==> src/design/cqd_pkg.sv <==
`default_nettype none
package cqd_pkg;

  // Queue geometry.
  localparam int unsigned QDEPTH = 64;
  localparam int unsigned PTR_W  = $clog2(QDEPTH);
  localparam int unsigned CNT_W  = $clog2(QDEPTH + 1);

  // Depth of the command queue between the front and the back end.
  localparam int unsigned CMDQ_DEPTH = 2;

  // Operation codes of an input item.
  localparam logic [2:0] OP_TICK         = 3'd0;
  localparam logic [2:0] OP_ENQ_MOVE     = 3'd1;
  localparam logic [2:0] OP_ENQ_OPEN     = 3'd2;
  localparam logic [2:0] OP_ENQ_DELAY    = 3'd3;
  localparam logic [2:0] OP_ENQ_OPEN_DEF = 3'd4;

  // Command codes, as issued and as stored in the code byte.
  localparam logic [1:0] CMD_NONE  = 2'd0;
  localparam logic [1:0] CMD_MOVE  = 2'd1;
  localparam logic [1:0] CMD_OPEN  = 2'd2;
  localparam logic [1:0] CMD_DELAY = 2'd3;

  // Byte counts of the stored commands.
  localparam logic [2:0] LEN_MOVE  = 3'd5;
  localparam logic [2:0] LEN_OPEN  = 3'd4;
  localparam logic [2:0] LEN_DELAY = 3'd3;

  typedef enum logic [1:0] {
    KIND_NOP,
    KIND_TICK,
    KIND_ENQ
  } cqd_kind_e;

  typedef struct packed {
    logic [2:0]        op;
    logic signed [31:0] position;
    logic [7:0]        valve_index;
    logic [15:0]       duration;
    logic              motor_busy;
    logic              valve_busy;
    logic              delay_busy;
  } cqd_in_t;

  typedef struct packed {
    logic              accepted;
    logic [1:0]        issued;
    logic signed [31:0] issue_position;
    logic [7:0]        issue_valve;
    logic [15:0]       issue_duration;
    logic [1:0]        active_command;
  } cqd_out_t;

  // A classified item: for an enqueue the bytes to store, first byte on top.
  typedef struct packed {
    cqd_kind_e   kind;
    logic [2:0]  nbytes;
    logic [39:0] bytes;
    logic        motor_busy;
    logic        valve_busy;
    logic        delay_busy;
  } cqd_cmd_t;

endpackage
`default_nettype wire

==> src/design/command_queue_dispatcher_top.sv <==
// Channel  Direction  Handshake                Payload
// in       input      in_valid_i / in_stall_o  in_data_i  (cqd_in_t)
// out      output     out_valid_o / out_stall_i out_data_o (cqd_out_t)
// cfg      input      cfg_we_i                 cfg_data_i (default open time)
//
// Every input transfer yields exactly one output transfer, in order.
// An enqueue writes its bytes one at a time through ST_WRITE (none when it
// is dropped); a dispatching tick reads the code byte and then each command
// byte through ST_RCODE and ST_RDATA, and any other tick goes straight to
// ST_FIN. The queue memory has a single byte-wide port. A two-entry command
// queue sits between the front and the back end.
// Reset is asynchronous and active low; the queue storage is not cleared.
// A stalled output is held in the result register while the next item runs.
`default_nettype none
module command_queue_dispatcher_top import cqd_pkg::*; (
  input  wire logic        clk_i,
  input  wire logic        rst_ni,
  input  wire logic        in_valid_i,
  output logic             in_stall_o,
  input  wire cqd_in_t     in_data_i,
  output logic             out_valid_o,
  input  wire logic        out_stall_i,
  output cqd_out_t         out_data_o,
  input  wire logic        cfg_we_i,
  input  wire logic [15:0] cfg_data_i
);

  // Classified items flow from the front end through the command queue.
  logic     cmd_push;
  logic     cmdq_full;
  cqd_cmd_t front_cmd;
  logic     cmdq_valid;
  logic     cmdq_pop;
  cqd_cmd_t back_cmd;

  // The front end decodes each transfer, resolves the default open time and
  // lays out the bytes to store.
  cqd_front u_front (
    .clk_i      (clk_i),
    .rst_ni     (rst_ni),
    .in_valid_i (in_valid_i),
    .in_data_i  (in_data_i),
    .in_stall_o (in_stall_o),
    .cfg_we_i   (cfg_we_i),
    .cfg_data_i (cfg_data_i),
    .q_full_i   (cmdq_full),
    .push_o     (cmd_push),
    .cmd_o      (front_cmd)
  );

  cqd_cmdq u_cmdq (
    .clk_i   (clk_i),
    .rst_ni  (rst_ni),
    .push_i  (cmd_push),
    .cmd_i   (front_cmd),
    .full_o  (cmdq_full),
    .pop_i   (cmdq_pop),
    .valid_o (cmdq_valid),
    .cmd_o   (back_cmd)
  );

  // The back end owns the byte queue, the active command and the result
  // register.
  cqd_back u_back (
    .clk_i       (clk_i),
    .rst_ni      (rst_ni),
    .cmd_valid_i (cmdq_valid),
    .cmd_i       (back_cmd),
    .cmd_pop_o   (cmdq_pop),
    .out_valid_o (out_valid_o),
    .out_stall_i (out_stall_i),
    .out_data_o  (out_data_o)
  );

`ifndef SYNTH
  // An enqueue result never issues a command.
  a_acc_no_issue: assert property (@(posedge clk_i) disable iff (!rst_ni)
    out_valid_o && out_data_o.accepted |-> out_data_o.issued == CMD_NONE)
    else $error("enqueue result carries an issued command");

  // An issued command is the active one after the step.
  a_issue_active: assert property (@(posedge clk_i) disable iff (!rst_ni)
    out_valid_o && out_data_o.issued != CMD_NONE
    |-> out_data_o.active_command == out_data_o.issued)
    else $error("issued command is not active");

  // Fields that do not belong to the issued command read as zero; this checks the position.
  a_unused_zero: assert property (@(posedge clk_i) disable iff (!rst_ni)
    out_valid_o && out_data_o.issued != CMD_MOVE |-> out_data_o.issue_position == 0)
    else $error("position set for a command other than move");
`endif

endmodule
`default_nettype wire

==> src/design/cqd_front.sv <==
`default_nettype none
module cqd_front import cqd_pkg::*; (
  input  wire logic     clk_i,
  input  wire logic     rst_ni,
  input  wire logic     in_valid_i,
  input  wire cqd_in_t  in_data_i,
  output logic          in_stall_o,
  input  wire logic     cfg_we_i,
  input  wire logic [15:0] cfg_data_i,
  input  wire logic     q_full_i,
  output logic          push_o,
  output cqd_cmd_t      cmd_o
);

  logic [15:0] open_time_q, open_time_d;

  always_comb begin
    open_time_d = cfg_we_i ? cfg_data_i : open_time_q;
  end

  always_ff @(posedge clk_i or negedge rst_ni) begin
    if (!rst_ni) begin
      open_time_q <= '0;
    end else begin
      open_time_q <= open_time_d;
    end
  end

  assign in_stall_o = q_full_i;
  assign push_o     = in_valid_i && !q_full_i;

  // Classify the item and lay out its bytes in storage order.
  always_comb begin
    cmd_o            = '0;
    cmd_o.motor_busy = in_data_i.motor_busy;
    cmd_o.valve_busy = in_data_i.valve_busy;
    cmd_o.delay_busy = in_data_i.delay_busy;
    unique case (in_data_i.op)
      OP_TICK: begin
        cmd_o.kind = KIND_TICK;
      end
      OP_ENQ_MOVE: begin
        cmd_o.kind   = KIND_ENQ;
        cmd_o.nbytes = LEN_MOVE;
        cmd_o.bytes  = {6'd0, CMD_MOVE, in_data_i.position};
      end
      OP_ENQ_OPEN: begin
        cmd_o.kind   = KIND_ENQ;
        cmd_o.nbytes = LEN_OPEN;
        cmd_o.bytes  = {6'd0, CMD_OPEN, in_data_i.valve_index, in_data_i.duration, 8'd0};
      end
      OP_ENQ_OPEN_DEF: begin
        cmd_o.kind   = KIND_ENQ;
        cmd_o.nbytes = LEN_OPEN;
        cmd_o.bytes  = {6'd0, CMD_OPEN, in_data_i.valve_index, open_time_q, 8'd0};
      end
      OP_ENQ_DELAY: begin
        cmd_o.kind   = KIND_ENQ;
        cmd_o.nbytes = LEN_DELAY;
        cmd_o.bytes  = {6'd0, CMD_DELAY, in_data_i.duration, 16'd0};
      end
      default: begin
        cmd_o.kind = KIND_NOP;
      end
    endcase
  end

endmodule
`default_nettype wire

==> src/design/cqd_cmdq.sv <==
`default_nettype none
module cqd_cmdq import cqd_pkg::*; (
  input  wire logic     clk_i,
  input  wire logic     rst_ni,
  input  wire logic     push_i,
  input  wire cqd_cmd_t cmd_i,
  output logic          full_o,
  input  wire logic     pop_i,
  output logic          valid_o,
  output cqd_cmd_t      cmd_o
);

  localparam int unsigned QP_W = (CMDQ_DEPTH > 1) ? $clog2(CMDQ_DEPTH) : 1;
  localparam int unsigned QC_W = $clog2(CMDQ_DEPTH + 1);

  cqd_cmd_t         entry_q [CMDQ_DEPTH];
  logic [QP_W-1:0]  wp_q, wp_d, rp_q, rp_d;
  logic [QC_W-1:0]  cnt_q, cnt_d;
  logic             do_push, do_pop;

  function automatic logic [QP_W-1:0] qp_next(input logic [QP_W-1:0] p);
    qp_next = (p == QP_W'(CMDQ_DEPTH - 1)) ? '0 : p + QP_W'(1);
  endfunction

  assign full_o  = (cnt_q == QC_W'(CMDQ_DEPTH));
  assign valid_o = (cnt_q != '0);
  assign cmd_o   = entry_q[rp_q];
  assign do_push = push_i && !full_o;
  assign do_pop  = pop_i && valid_o;

  always_comb begin
    wp_d  = do_push ? qp_next(wp_q) : wp_q;
    rp_d  = do_pop ? qp_next(rp_q) : rp_q;
    cnt_d = cnt_q;
    if (do_push && !do_pop) begin
      cnt_d = cnt_q + QC_W'(1);
    end else if (do_pop && !do_push) begin
      cnt_d = cnt_q - QC_W'(1);
    end
  end

  always_ff @(posedge clk_i or negedge rst_ni) begin
    if (!rst_ni) begin
      wp_q  <= '0;
      rp_q  <= '0;
      cnt_q <= '0;
    end else begin
      wp_q  <= wp_d;
      rp_q  <= rp_d;
      cnt_q <= cnt_d;
    end
  end

  always_ff @(posedge clk_i) begin
    if (do_push) begin
      entry_q[wp_q] <= cmd_i;
    end
  end

endmodule
`default_nettype wire

==> src/design/cqd_back.sv <==
`default_nettype none
module cqd_back import cqd_pkg::*; (
  input  wire logic     clk_i,
  input  wire logic     rst_ni,
  input  wire logic     cmd_valid_i,
  input  wire cqd_cmd_t cmd_i,
  output logic          cmd_pop_o,
  output logic          out_valid_o,
  input  wire logic     out_stall_i,
  output cqd_out_t      out_data_o
);

  localparam logic [2:0] ST_IDLE  = 3'd0;
  localparam logic [2:0] ST_WRITE = 3'd1;
  localparam logic [2:0] ST_RCODE = 3'd2;
  localparam logic [2:0] ST_RDATA = 3'd3;
  localparam logic [2:0] ST_FIN   = 3'd4;

  logic [2:0]       st_q, st_d;
  logic [PTR_W-1:0] wp_q, wp_d, rp_q, rp_d;
  logic [CNT_W-1:0] fill_q, fill_d;
  logic [1:0]       cur_q, cur_d;
  logic [2:0]       cnt_q, cnt_d;
  logic [39:0]      sh_q, sh_d;
  logic [31:0]      acc_q, acc_d;
  logic             accf_q, accf_d;
  logic [1:0]       iss_q, iss_d;
  logic             out_valid_q, out_valid_d;
  cqd_out_t         out_q, out_d;

  logic [7:0]       queue_mem_q [QDEPTH];
  logic [7:0]       mem_rd_q;
  logic             mem_we, mem_re;

  logic [CNT_W:0]   room_sum;
  logic             room;
  logic             busy_cur;
  logic             slot_free;

  function automatic logic [PTR_W-1:0] ptr_next(input logic [PTR_W-1:0] p);
    ptr_next = (p == PTR_W'(QDEPTH - 1)) ? '0 : p + PTR_W'(1);
  endfunction

  assign room_sum  = (CNT_W+1)'(fill_q) + (CNT_W+1)'(cmd_i.nbytes);
  assign room      = room_sum < (CNT_W+1)'(QDEPTH);
  assign slot_free = !out_valid_q || !out_stall_i;
  assign cmd_pop_o = (st_q == ST_IDLE) && cmd_valid_i;

  always_comb begin
    unique case (cur_q)
      CMD_MOVE:  busy_cur = cmd_i.motor_busy;
      CMD_OPEN:  busy_cur = cmd_i.valve_busy;
      CMD_DELAY: busy_cur = cmd_i.delay_busy;
      default:   busy_cur = 1'b0;
    endcase
  end

  always_comb begin
    st_d        = st_q;
    wp_d        = wp_q;
    rp_d        = rp_q;
    fill_d      = fill_q;
    cur_d       = cur_q;
    cnt_d       = cnt_q;
    sh_d        = sh_q;
    acc_d       = acc_q;
    accf_d      = accf_q;
    iss_d       = iss_q;
    mem_we      = 1'b0;
    mem_re      = 1'b0;
    out_valid_d = out_valid_q && out_stall_i;
    out_d       = out_q;

    unique case (st_q)
      ST_IDLE: begin
        if (cmd_valid_i) begin
          accf_d = 1'b0;
          iss_d  = CMD_NONE;
          acc_d  = '0;
          st_d   = ST_FIN;
          unique case (cmd_i.kind)
            KIND_ENQ: begin
              if (room) begin
                accf_d = 1'b1;
                sh_d   = cmd_i.bytes;
                cnt_d  = cmd_i.nbytes;
                st_d   = ST_WRITE;
              end
            end
            KIND_TICK: begin
              if (cur_q != CMD_NONE) begin
                if (!busy_cur) begin
                  cur_d = CMD_NONE;
                end
              end else if (fill_q != '0) begin
                mem_re = 1'b1;
                rp_d   = ptr_next(rp_q);
                fill_d = fill_q - CNT_W'(1);
                st_d   = ST_RCODE;
              end
            end
            default: begin
            end
          endcase
        end
      end
      ST_WRITE: begin
        mem_we = 1'b1;
        sh_d   = {sh_q[31:0], 8'd0};
        wp_d   = ptr_next(wp_q);
        fill_d = fill_q + CNT_W'(1);
        cnt_d  = cnt_q - 3'd1;
        if (cnt_q == 3'd1) begin
          st_d = ST_FIN;
        end
      end
      ST_RCODE: begin
        // Only the three defined codes start a command.
        if (mem_rd_q[7:2] == 6'd0 && mem_rd_q[1:0] != CMD_NONE) begin
          iss_d = mem_rd_q[1:0];
        end else begin
          iss_d = CMD_NONE;
        end
        cur_d = iss_d;
        unique case (iss_d)
          CMD_MOVE:  cnt_d = LEN_MOVE - 3'd1;
          CMD_OPEN:  cnt_d = LEN_OPEN - 3'd1;
          CMD_DELAY: cnt_d = LEN_DELAY - 3'd1;
          default:   cnt_d = 3'd0;
        endcase
        if (cnt_d == 3'd0) begin
          st_d = ST_FIN;
        end else begin
          mem_re = 1'b1;
          rp_d   = ptr_next(rp_q);
          fill_d = fill_q - CNT_W'(1);
          st_d   = ST_RDATA;
        end
      end
      ST_RDATA: begin
        acc_d = {acc_q[23:0], mem_rd_q};
        cnt_d = cnt_q - 3'd1;
        if (cnt_q == 3'd1) begin
          st_d = ST_FIN;
        end else begin
          mem_re = 1'b1;
          rp_d   = ptr_next(rp_q);
          fill_d = fill_q - CNT_W'(1);
        end
      end
      ST_FIN: begin
        if (slot_free) begin
          out_valid_d          = 1'b1;
          out_d.accepted       = accf_q;
          out_d.issued         = iss_q;
          out_d.issue_position = (iss_q == CMD_MOVE) ? acc_q : '0;
          out_d.issue_valve    = (iss_q == CMD_OPEN) ? acc_q[23:16] : '0;
          out_d.issue_duration = (iss_q == CMD_OPEN || iss_q == CMD_DELAY) ?
                                 acc_q[15:0] : '0;
          out_d.active_command = cur_q;
          st_d                 = ST_IDLE;
        end
      end
      default: begin
        st_d = ST_IDLE;
      end
    endcase
  end

  always_ff @(posedge clk_i or negedge rst_ni) begin
    if (!rst_ni) begin
      st_q        <= ST_IDLE;
      wp_q        <= '0;
      rp_q        <= '0;
      fill_q      <= '0;
      cur_q       <= CMD_NONE;
      out_valid_q <= 1'b0;
    end else begin
      st_q        <= st_d;
      wp_q        <= wp_d;
      rp_q        <= rp_d;
      fill_q      <= fill_d;
      cur_q       <= cur_d;
      out_valid_q <= out_valid_d;
    end
  end

  always_ff @(posedge clk_i) begin
    cnt_q  <= cnt_d;
    sh_q   <= sh_d;
    acc_q  <= acc_d;
    accf_q <= accf_d;
    iss_q  <= iss_d;
    out_q  <= out_d;
  end

  // Byte-wide queue storage: one write or one registered read per cycle.
  always_ff @(posedge clk_i) begin
    if (mem_we) begin
      queue_mem_q[wp_q] <= sh_q[39:32];
    end
    if (mem_re) begin
      mem_rd_q <= queue_mem_q[rp_q];
    end
  end

  assign out_valid_o = out_valid_q;
  assign out_data_o  = out_q;

endmodule
`default_nettype wire
==> config.mk <==
export PLATFORM = sky130hd
export DESIGN_NAME = command_queue_dispatcher_top
export DESIGN_NICKNAME = d
export VERILOG_FILES = /design/src/design/cqd_pkg.sv /design/src/design/command_queue_dispatcher_top.sv /design/src/design/cqd_front.sv /design/src/design/cqd_cmdq.sv /design/src/design/cqd_back.sv
export SDC_FILE = /design/constraint.sdc
export NUM_CORES = 1
export LEC_CHECK = 0
export ABC_AREA = 0
export BUFFER_PORTS_ARGS = -buffer_cell sky130_fd_sc_hd__buf_2
export CORE_MARGIN = 4
export CORE_UTILIZATION = 50
export DETAILED_ROUTE_END_ITERATION = 10
export HOLD_SLACK_MARGIN = 0.08
export PLACE_DENSITY_LB_ADDON = 0.12
export SETUP_SLACK_MARGIN = 0.02
export SYNTH_ARGS = -nofsm -noshare
export SYNTH_HDL_FRONTEND = slang
export SYNTH_HIERARCHICAL = 1
export SYNTH_SLANG_ARGS = --single-unit
==> constraint.sdc <==
create_clock -name clk_i -period 6.8 [get_ports clk_i]
set_input_delay 0 -clock clk_i [delete_from_list [all_inputs] [get_ports clk_i]]
set_output_delay 0 -clock clk_i [all_outputs]
set_load 0.05 [all_outputs]
==> summary.txt <==
Worst setup path
  • Critical path peak fanout: 33
  • Critical path class: reg -> reg
  • CP Launch Type: flop
  • Crit. End Element: flop
  • Worst path required time: between 7000 and 8000 ps
  • Worst endpoint data arrival time: ~4000 ps

GRT
  • Overall routing resource usage: roughly a fifth
  • Initial antenna violation count: 0
  • First-pass GRT wire length: 111000 um
  • GRT Residual Overflow: 0
  • Vias in the first global route: 17800
  • Largest net degree at the start of global routing: 70

Synthesis
  • Synth area leader: edfxtp_1
  • Simple-Gate Fraction of Synth Area: ~8.0%
  • Post-synth EDFFs: between 700 and 800
  • Main area contributors after synthesis: edfxtp_1 69%, mux4_2 7.3%, dfrtp_1 3.4%
  • #FFs+latches synth: 800
  • Proportion of synthesized area in mux cells: approximately 12%
  • Mapped Cells: 1868
  • Main flop type after synthesis: edfxtp_1
  • Compound-Gate Fraction of Synth Area: 3.79%
  • Share of the synthesized area in the top cell type: a little over two thirds
  • Synth async-reset ratio: approximately 5.6%
  • Unique masters post-synth: 79
  • Most frequent cells after synthesis: 755 x edfxtp_1, 168 x nand2_1, 117 x and2_1
  • Largest family of logic cells by synthesized area: multiplexers
  • Most common cell in the netlist: edfxtp_1
  • Syn Area/Cell: approximately 17 sq um
  • Synth Area in Adders: less than 1%
  • Yosys warns: 6
  • Post-synthesis sequential area ratio: between 70% and 80%
  • Post-Syn Area: roughly 33000 sq um
  • Xor/xnor cell area share of the yosys netlist: less than 1%

CTS
  • Worst skew pair latency: around 620 ps
  • CTS H-tree lvls: 3
  • Postcts setup bufs: 0
  • Clock Pin Slew Worst Setup and Hold Paths: roughly 60 ps
  • CTS root buf: clkbuf_16
  • CTS buffer count: between 80 and 90
  • CTS Buffer Depth: 3
  • Sink Count: 800
  • TritonCTS clock tree: built

Finish
  • Final Non-Filler Cells: between 3000 and 4000
  • Number of diodes: 0
  • # fillers: about 4800
  • Finished Core Util: between 50 and 60%
  • Final instance area: between 30000 and 40000 sq um
  • Layout cells sized above 1: roughly 23%
  • Layout Nets: around 2200
  • Area grow syn2layout: 15.6%

Pwr
  • Leak Pwr: about 13 nW
  • Clock share of power: between 20% and 30%
  • Cell Int Power: ~0.011 W
  • Sw Ratio: about a third
  • Logic pwr share: between 20 and 30%
  • VDD IR max: around 0.00025 V
  • PwrDens: approximately 420 nW/um^2
  • Share of power burned in registers: around 44%
  • NetSw: 0.00504 W

Route
  • DRT Wirelength: 73200 um
  • Vias/cell: slightly below 6
  • Number of detailed-route iterations in the first pass: 5
  • DR top layer: met4
  • ANT nets after route: 0
  • Drt drc: 0
  • Met3 routed WL: 4240 um
  • Met1 Routed Length: a little over 30000 um
  • Wire length on met2: 36500 um
  • Routed wire length per instance: approximately 24 um
  • Routed via count: around 18000
  • DR iter-0 viols: 1749

Place
  • Gp weighted congestion: ~0.83
  • Placed cell area: between 30000 and 40000 sq um
  • PortBufs: around 150
  • Post-detail-place hpwl: ~44000 um
  • Dpl cells: 2791

Run
  • Max Cap Violations: 0

Die
  • Ports: roughly 150
  • Row cnt: 93
  • Core Region: around 65000 sq um
  • Initial Util: between 50% and 60%
  • Die Area: between 60000 and 70000 sq um
  • Die Width: about 260 um
  • Die Ht: approximately 260 um

Timing
  • Min cycle time layout: ~3700 ps
  • Setup TNS Final: 0 ps
  • Actual slew at the worst max-slew pin: approximately 1100 ps
  • Max Slew Vio Count: 0
  • RSZ-0062 raised after global routing: false
  • Crit share post-route: between 50% and 60%
  • Final Hold Fails: 0
  • Relative slew slack: 27.6%
  • Peak Freq: approximately 270 MHz
  • Final Setup Violations: 0
  • Clock Skew: roughly 23 ps
  • Fin Hold WS: approximately 130 ps

Hold path
  • HP Class: in -> reg

Status
  • Outcome: finished, final reports clean
==> layout by cell type (no fill, tap or decap), drive strengths merged, types with 7 or more instances in the layout <==
cell type    synthesis  layout
a211oi              14      14
a21oi               15      15
a221o                9       9
a22o                 8       8
and2               118     118
buf                 74     176
bufinv               0       7
clkbuf              39     109
clkinv               0      28
dfrtp               45      45
dlygate4sd3          0     100
edfxtp             755     755
ha                  14      14
inv                 19      20
mux2                93      93
mux2i               48      48
mux4               106     106
nand2              168     168
nand2b              10      10
nand3               11      11
nand4bb             16      16
nor2                90      90
nor2b               18      18
nor3                11      11
nor4bb               8       8
o2111ai              8       8
o21ai               23      23
o221ai              24      24
o22ai               21      21
xnor2               13      13
==> final timing paths <==
path | to | slack, ps | depth (start not counted) | startpoint
worst min-delay path | u_cmdq/entry_q[0][2]$_DFFE_PP_ | 130 | 2 | in_data_i[2]
max in group asynchronous | u_back/rp_q[0]$_DFFE_PN0P_ | 5630 | 4 | rst_ni
worst max register to register | u_back/mem_rd_q[7]$_DFFE_PP_ | 3120 | 6 | u_back/rp_q[0]$_DFFE_PN0P_
worst max-delay path | u_back/mem_rd_q[7]$_DFFE_PP_ | 3120 | 6 | u_back/rp_q[0]$_DFFE_PN0P_
worst min register to register | u_back/out_data_o[60]$_DFFE_PP_ | 450 | 0 | u_back/accf_q$_SDFFCE_PN0P_
min in group asynchronous | u_front/open_time_q[3]$_DFFE_PN0P_ | 590 | 4 | rst_ni
==> worst max-delay path, cell delays in order (launching register included) <==
cell and delay [ps]:
dfrtp_4 850, buf_4 610, buf_4 580, mux4_2 570, mux2_2 280, o22ai_1 350, o32ai_1 150
==> repair_timing <==
item,in CTS,in global routing
endpoints found under the hold margin,139,0
resized for setup,0,0
hold buffers,100,0
==> state kept, by name, indices dropped and copies added (netlist names), 7 cells and up <==
register and count:
u_back/mem_rd_q 8, u_back/out_data_o 61, u_front/open_time_q 16, u_back/fill_q 7
u_back/sh_q 40, u_back/queue_mem_q 512, u_back/acc_q 32, u_cmdq/entry_q 96
==> stage by stage <==
| step | power, W | worst slack [ps] |
|---|---|---|
| finish | 0.0159 | 3120 |
| global route | 0.0166 | 2760 |
| CTS | 0.0160 | 3020 |
| detailed placement | 0.0116 | 3030 |
| global placement | 0.0115 | 3070 |
| floorplan | 0.0100 | 1510 |
==> cell families (layout without fill, tap and decap cells) <==
group	after synthesis	after routing
XOR/XNOR	16	16
buffers and inverters	132	442
multiplexers	247	247
flip-flops	800	800
AO/OA/AOI/OAI	164	164
adder cells (fa/ha/maj)	15	15
other	1	6
AND/OR/NAND/NOR	493	493
==> cell type report <==
class / instances / area, sq um / area share (%)
inverter: 19 / 71.3 / 0.189
clock inverter: 38 / 357 / 0.944
sequential: 800 / 23800 / 63.0
clock buffer: 109 / 2300 / 6.09
multi-input combinational: 941 / 8200 / 21.7
timing repair buffer: 276 / 1960 / 5.19
tap: 855 / 1070 / 2.83
==> per-layer routing <==
metal  global-route usage (%)  vias up
li1                         -     7785
met2                     34.3      547
met4                     5.35        0
met5                        0        -
met1                     29.9     9108
met3                     2.99      101
==> power groups by stage <==
stage               Clock, W  Combinational, W  Sequential (W)
global placement           0           0.00435         0.00713
floorplan                  0           0.00270         0.00733
finish               0.00442           0.00442         0.00703
CTS                  0.00452           0.00447         0.00705
global route         0.00475           0.00475         0.00711
detailed placement         0           0.00441         0.00715
Note: power is estimated with default switching activity, not from simulation.
